**config.mk**
```make
export PLATFORM = sky130hd
export DESIGN_NAME = telnet_receive_filter
export DESIGN_NICKNAME = d
export VERILOG_FILES = /design/src/rtl/tnrf_pkg.sv /design/src/rtl/telnet_receive_filter.sv /design/src/rtl/tnrf_parse.sv /design/src/rtl/tnrf_out_stage.sv
export SDC_FILE = /design/constraint.sdc
export NUM_CORES = 1
export LEC_CHECK = 0
export BUFFER_PORTS_ARGS = -buffer_cell sky130_fd_sc_hd__buf_2
export CAP_MARGIN = 0
export CORE_AREA = 2 2 39 41
export DETAILED_ROUTE_END_ITERATION = 6
export DIE_AREA = 0 0 41 43
export MAX_ROUTING_LAYER = met4
export PLACE_DENSITY = 0.84
export SLEW_MARGIN = 0
export SYNTH_ARGS = -nofsm -noshare
export SYNTH_HDL_FRONTEND = slang
export SYNTH_SLANG_ARGS = --single-unit
```
**constraint.sdc**
```tcl
create_clock -name clk -period 5.5 [get_ports clk]
set_clock_uncertainty 0.2 [all_clocks]
set_input_delay 1.1 -clock clk [delete_from_list [all_inputs] [get_ports clk]]
set_output_delay 1.1 -clock clk [all_outputs]
set_load 0.03 [all_outputs]
```
**src/rtl/tnrf_pkg.sv**
```systemverilog
// shared byte codes and result type for the telnet receive filter
`timescale 1ns / 1ps
package tnrf_pkg;

	localparam int unsigned ByteW = 8;

	localparam logic [ByteW-1:0] TN_IAC  = 8'hFF;
	localparam logic [ByteW-1:0] TN_DONT = 8'hFE;
	localparam logic [ByteW-1:0] TN_DO   = 8'hFD;
	localparam logic [ByteW-1:0] TN_WONT = 8'hFC;
	localparam logic [ByteW-1:0] TN_WILL = 8'hFB;
	localparam logic [ByteW-1:0] TN_SB   = 8'hFA;
	localparam logic [ByteW-1:0] TN_EC   = 8'hF7;
	localparam logic [ByteW-1:0] TN_SE   = 8'hF0;

	localparam logic [ByteW-1:0] BACKSPACE_BYTE = 8'h08;
	localparam logic [ByteW-1:0] NUL_BYTE       = 8'h00;

	typedef struct packed {
		logic             emit;
		logic [ByteW-1:0] data;
	} tnrf_result_t;

endpackage

```
**src/rtl/telnet_receive_filter.sv**
```systemverilog
// top level of the telnet receive filter
`timescale 1ns / 1ps
// Strips telnet commands from a received byte stream: one byte is taken per
// clock on in_valid/in_ready and at most one data byte comes out on
// out_valid/out_ready in the next cycle, from a single output register. NUL in
// data is dropped, IAC IAC gives 0xFF, IAC EC gives a backspace, IAC
// WILL/WONT/DO/DONT drops the option byte too, and IAC SB drops everything
// through IAC SE. Sustained rate is one byte per cycle; in_ready falls only
// while the output register is full and out_ready is low.
module telnet_receive_filter (
	input  logic                            clk,
	input  logic                            arst_n,
	input  logic                            in_valid,
	output logic                            in_ready,
	input  logic [tnrf_pkg::ByteW-1:0]      in_byte,
	output logic                            out_valid,
	input  logic                            out_ready,
	output logic [tnrf_pkg::ByteW-1:0]      out_byte
);

	tnrf_pkg::tnrf_result_t result;
	logic                   take;

	assign take = in_valid && in_ready;

	tnrf_parse u_parse (
		.clk     (clk),
		.arst_n  (arst_n),
		.take    (take),
		.in_byte (in_byte),
		.result  (result)
	);

	tnrf_out_stage u_out (
		.clk       (clk),
		.arst_n    (arst_n),
		.take      (take),
		.result    (result),
		.can_take  (in_ready),
		.out_valid (out_valid),
		.out_ready (out_ready),
		.out_byte  (out_byte)
	);

endmodule

```
**src/rtl/tnrf_parse.sv**
```systemverilog
// telnet command parse state and per-byte decode
`timescale 1ns / 1ps
module tnrf_parse (
	input  logic                            clk,
	input  logic                            arst_n,
	input  logic                            take,
	input  logic [tnrf_pkg::ByteW-1:0]      in_byte,
	output tnrf_pkg::tnrf_result_t          result
);

	typedef enum logic [2:0] {
		PH_DATA   = 3'd0,
		PH_IAC    = 3'd1,
		PH_OPT    = 3'd2,
		PH_SB     = 3'd3,
		PH_SB_IAC = 3'd4
	} phase_t;

	phase_t phase_q;
	phase_t phase_nxt;

	always_comb begin
		phase_nxt   = PH_DATA;
		result.emit = 1'b0;
		result.data = in_byte;
		case (phase_q)
			PH_IAC: begin
				if (in_byte == tnrf_pkg::TN_IAC) begin
					result.emit = 1'b1;
					result.data = tnrf_pkg::TN_IAC;
				end else if (in_byte == tnrf_pkg::TN_EC) begin
					result.emit = 1'b1;
					result.data = tnrf_pkg::BACKSPACE_BYTE;
				end else if (in_byte inside {tnrf_pkg::TN_WILL, tnrf_pkg::TN_WONT,
						tnrf_pkg::TN_DO, tnrf_pkg::TN_DONT}) begin
					phase_nxt = PH_OPT;
				end else if (in_byte == tnrf_pkg::TN_SB) begin
					phase_nxt = PH_SB;
				end
			end
			PH_OPT: begin
				phase_nxt = PH_DATA;
			end
			PH_SB: begin
				phase_nxt = (in_byte == tnrf_pkg::TN_IAC) ? PH_SB_IAC : PH_SB;
			end
			PH_SB_IAC: begin
				// a doubled iac keeps waiting for se
				if (in_byte == tnrf_pkg::TN_SE) begin
					phase_nxt = PH_DATA;
				end else if (in_byte == tnrf_pkg::TN_IAC) begin
					phase_nxt = PH_SB_IAC;
				end else begin
					phase_nxt = PH_SB;
				end
			end
			default: begin
				// plain data, also any unreachable code
				if (in_byte == tnrf_pkg::TN_IAC) begin
					phase_nxt = PH_IAC;
				end else if (in_byte != tnrf_pkg::NUL_BYTE) begin
					result.emit = 1'b1;
				end
			end
		endcase
	end

	always_ff @(posedge clk or negedge arst_n) begin
		if (!arst_n) begin
			phase_q <= PH_DATA;
		end else if (take) begin
			phase_q <= phase_nxt;
		end
	end

endmodule

```
**src/rtl/tnrf_out_stage.sv**
```systemverilog
// output register holding one filtered byte until it is taken
`timescale 1ns / 1ps
module tnrf_out_stage (
	input  logic                            clk,
	input  logic                            arst_n,
	input  logic                            take,
	input  tnrf_pkg::tnrf_result_t          result,
	output logic                            can_take,
	output logic                            out_valid,
	input  logic                            out_ready,
	output logic [tnrf_pkg::ByteW-1:0]      out_byte
);

	logic                       valid_q;
	logic [tnrf_pkg::ByteW-1:0] byte_q;

	// room when empty or the held byte leaves this cycle
	assign can_take  = !valid_q || out_ready;
	assign out_valid = valid_q;
	assign out_byte  = byte_q;

	always_ff @(posedge clk or negedge arst_n) begin
		if (!arst_n) begin
			valid_q <= 1'b0;
		end else if (take) begin
			valid_q <= result.emit;
		end else if (out_ready) begin
			valid_q <= 1'b0;
		end
	end

	always_ff @(posedge clk) begin
		if (take && result.emit) begin
			byte_q <= result.data;
		end
	end

endmodule

```
**Word level (Yosys, flattened, before mapping)**

Index checks and enable logic that the tools add are counted.

- Input port bits: 12
- Output and inout bits: 10
- Flip-flop bits (word level): 12

- Muxes and demuxes: 16
- Reduce and logical (&&, ||, !) cells: 8
- Equal/unequal tests: 12

Operators with widths:

| kind | number |
|---|---|
| $eq A8 B8 Y1 const B | 8 |
| $mux W9 | 2 |
| $mux W3 | 5 |
| $pmux W3 S4 | 1 |
| $mux W8 | 1 |
| $reduce_bool A8 Y1 | 1 |
| $eq A3 B2 Y1 const B | 2 |
| $mux W1 | 5 |
| $reduce_bool A4 Y1 | 1 |
| $eq A3 B1 Y1 const B | 1 |
| $eq A3 B3 Y1 const B | 1 |
| $reduce_or A3 Y1 | 1 |
| $logic_and A1 B1 Y1 | 2 |
| $mux W2 | 1 |
| $pmux W1 S2 | 1 |
| $reduce_bool A2 Y1 | 1 |
| $logic_not A1 Y1 | 1 |
| $logic_or A1 B1 Y1 | 1 |

**Longest topological paths before layout**

- Depth in word-level cells: 6
- Mapped depth: 5
- Gate-level depth less buffers: 4

**Hierarchy**

From an unflattened synthesis, not the netlist that was laid out.

- Cell total of the unflattened synthesis: 59
- Area, all modules: 673.1 µm²

By module, submodules not included:

| module | times used | cells each | area each (µm²) |
|---|---|---|---|
| tnrf_parse | 1 | 46 | 371.6 |
| tnrf_out_stage | 1 | 12 | 295.3 |
| telnet_receive_filter | 1 | 1 | 6.3 |

**Worst setup path after synthesis**

No wires, ideal clock.

- Kind: input port to output port
- Start point: input port out_ready
- End point: output port in_ready
- Required time: 4.200 ns
- Path slack: 2.790 ns
- Data arrival time: 1.410 ns
- Cell stages on the path: 1
- Cell sequence: nand2b_1

- Cells in the longest elaborated chain, start to end: 1

Ends and longest elaborated chain:

| element | line | text |
|---|---|---|
| start: declaration | telnet_receive_filter.sv:17 | `input logic out_ready,` |
| $logic_or A1 B1 Y1 | tnrf_out_stage.sv:18 | `assign can_take = !valid_q \|\| out_ready;` |
| end: declaration | telnet_receive_filter.sv:14 | `output logic in_ready,` |

No other way between the ends.

**Worst setup path in the final report**

Same ends and word-level chain as after synthesis.

==> impl_metrics.yaml <==
synthesis:
  synthAdderAreaFrac_pct: 0
  synth_top_family_by_area: "simple AND/OR/NAND/NOR gates"
  ys_seq_elements: 12
  synthMuxAreaShare_pct: 0
  synthSimpleGateAreaFrac_pct: 29.6
  yosysSeqAreaShare_pct: 52.6
  syn_avg_cell_area_um2: 11.2
  synth_flop_cell: "edfxtp_1"
  syn_area_um2: 647
  ys_types: 28
  synth_cells: 58
  ys_async_sr_fraction_pct: 33.3
  synth-edff-count: 8
  synth_xor_area_share_pct: 1.35
  yosysWarnings: 0
  synth_compound_area_share_pct: 13.9
  syn-num-nets: 70
finish:
  antenna_cells: 0
  seq_area_um2: 340
  stdcell_count: 97
  final.fill_count: 112
  areaGrowthSynthToFinish_pct: 20.9
  final_nets: 94
  multiInputGateArea_um2: 290
  drive_gt1_share_pct: 33.3
floorplan:
  die_h_um: 43
  core_area_mm2: 0.00138
  io_pins: 22
  initial_core_util_pct: 46.7
  die_w_um: 41
  dieArea_mm2: 0.00176
  rows: 14
worst_setup_path:
  cp-start-kind: "primary input"
  rr_worst_depth: 4
  critPathKind: "in -> out"
  crit_fanout: 4
  crit_path_top_delay_cell: "buf_2"
  cp_common_cell: "buf_2"
  path_depth: 3
  required_ns: 4.20
  cp_cell_sequence: "buf_2 -> nand2b_1 -> buf_2"
  path_buf_inv: 2
  worstPathArrival_ns: 1.57
  slowest_delay_ns: 0.20
  endpoint_kind: "output port"
  cp_top_family: "buffers and inverters"
drt:
  viasPerCell: 5.66
  drt-total-wl_mm: 1.24
  vias: 549
  drc: 0
  dr.pass1.iters: 4
  final_antenna_net_count: 0
  drtIter0Drc: 26
  wl_per_cell_um: 12.8
clock_tree:
  clk-insertion-delay-late_ns: 0.27
  post_cts_buffers: 0
  h-tree-depth: 1
  cts_root_buffer: "clkbuf_4"
  cts_sinks: 12
  clock_path_buffers: 2
  cts_resized: 0
  clk_pin_slew_ns: 0.07
  cts_tree: "yes"
  postCtsHoldBufs: 0
  cts_buffers: 3
timing:
  slew_viol_final: 0
  fin_tns_setup_ns: 0
  timing.final.crit_share_pct: 52.1
  hold_violations: 0
  max_slew_margin_pct: 51.5
  rsz0062_at_grt: "false"
  maxClockFrequency_ghz: 0.349
  setup_viol: 0
  holdWs_ns: 0.414
  final.min_clock_period_ns: 2.87
  tightestPinTransition_ns: 0.727
run_status:
  status: "finished clean"
global_route:
  grt_first_pass_wirelength_mm: 1.95
  antenna_found_initial: 0
  grt_usage_pct: 17.1
  grt_max_degree: 9
  grt_pass1_vias: 457
  overflow: 0
min_path:
  min_path_type: "in -> async"
place:
  dp.cells: 93
  hpwl_um: 961
  place_congestion: 0.928
  port_buffers: 21
pwr:
  finalPower_mw: 0.264
  leakage_nw: 0.318
  power_density_mw_per_mm2: 338
  vdd_drop_max_uv: 117
run:
  max_cap_violations: 0
worst paths after layout:
| kind | from | endpoint | slack [ns] |
|---|---|---|---|
| worst min-delay path | arst_n | u_out.out_valid$_DFFE_PN0P_ | 0.41 |
| worst max-delay path | out_ready | in_ready | 2.63 |
| worst min register to register | u_parse.phase_q[1]$_DFFE_PN0P_ | u_parse.phase_q[2]$_DFFE_PN0P_ | 0.44 |
| min in group clk | u_parse.phase_q[1]$_DFFE_PN0P_ | u_parse.phase_q[2]$_DFFE_PN0P_ | 0.44 |
| max in group asynchronous | arst_n | u_parse.phase_q[0]$_DFFE_PN0P_ | 4.57 |
| worst max register to register | u_parse.phase_q[1]$_DFFE_PN0P_ | u_out.out_byte[3]$_DFFE_PP_ | 3.28 |
cell families (layout without fill, tap and decap cells):
logic type	Yosys count	in the layout
flops	12	12
compound gates	13	13
simple gates	30	30
buf+inv	2	25
xor+xnor	1	1
report_power, final:
group / internal (mW) / switching (mW) / total (mW)
clock network: 0.0282 / 0.0281 / 0.0563
logic: 0.0269 / 0.0562 / 0.0832
registers: 0.115 / 0.00933 / 0.125
metal layers:
layer	vias to the layer above	part of all wire (%)	global-route usage, %
li1	266	-	-
met1	246	39	19.4
met2	34	51	26.3
met3	3	7.6	3.14
met4	0	2.2	10.7
met5	-	0	-
placed cells by master, fill, tap and decap left out:
| cell type | netlist | layout |
|---|---|---|
| xor2_1 | 1 | 1 |
| a21oi_1 | 3 | 3 |
| buf_2 | 1 | 21 |
| nor4_1 | 1 | 1 |
| edfxtp_1 | 8 | 8 |
| nand2_1 | 5 | 5 |
| nor2_1 | 3 | 3 |
| nand2b_1 | 2 | 2 |
| nor4_4 | 1 | 1 |
| nor2b_1 | 8 | 8 |
| nor4bb_1 | 1 | 1 |
| clkbuf_4 | 0 | 3 |
| a22o_1 | 1 | 1 |
| clkbuf_1 | 0 | 1 |
| a211o_1 | 1 | 1 |
| nand4_1 | 1 | 1 |
| nand3_1 | 3 | 3 |
| and4_1 | 3 | 3 |
| o21bai_1 | 1 | 1 |
| a311oi_1 | 1 | 1 |
| nor2_2 | 1 | 1 |
| o21a_1 | 1 | 1 |
| dfrtp_1 | 4 | 4 |
| o21ai_1 | 1 | 1 |
| a2bb2oi_1 | 1 | 1 |
| and3_2 | 1 | 1 |
| o21ai_0 | 1 | 1 |
| o41ai_1 | 1 | 1 |
| a31oi_1 | 1 | 1 |
synthesized netlist by cell type, drive strengths merged, types with 2 or more instances:
cell type | count | area [um2]
and4 | 3 | 26.3
nor2b | 8 | 50.1
edfxtp | 8 | 240
nor2 | 4 | 17.5
nand2 | 5 | 18.8
a21oi | 3 | 15.0
dfrtp | 4 | 100
o21ai | 2 | 10.0
nor4 | 2 | 27.5
buf | 2 | 16.3
nand3 | 3 | 15.0
nand2b | 2 | 12.5
stage by stage:
stage | worst slack [ns] | utilization, % | cell area, um2
2_1_floorplan | 2.79 | - | 647
3_3_place_gp | 2.65 | 54.6 | 756
3_5_place_dp | 2.54 | 54.6 | 756
4_1_cts | 2.63 | 56.5 | 782
5_1_grt | 2.61 | 56.5 | 782
6_report | 2.63 | 56.5 | 782
state kept, by name, indices dropped and copies added, names as in the netlist:
register and count:
u_out.out_byte 8, u_parse.phase_q 3, u_out.out_valid 1
cell type report:
type	count	area share, %
flip-flops and latches	12	43.5
clock buffers	4	3.36
multi-input cells	44	37.1
repair buffers	21	13.4
well taps	16	2.56
Note: power is estimated with default switching activity, not from simulation.
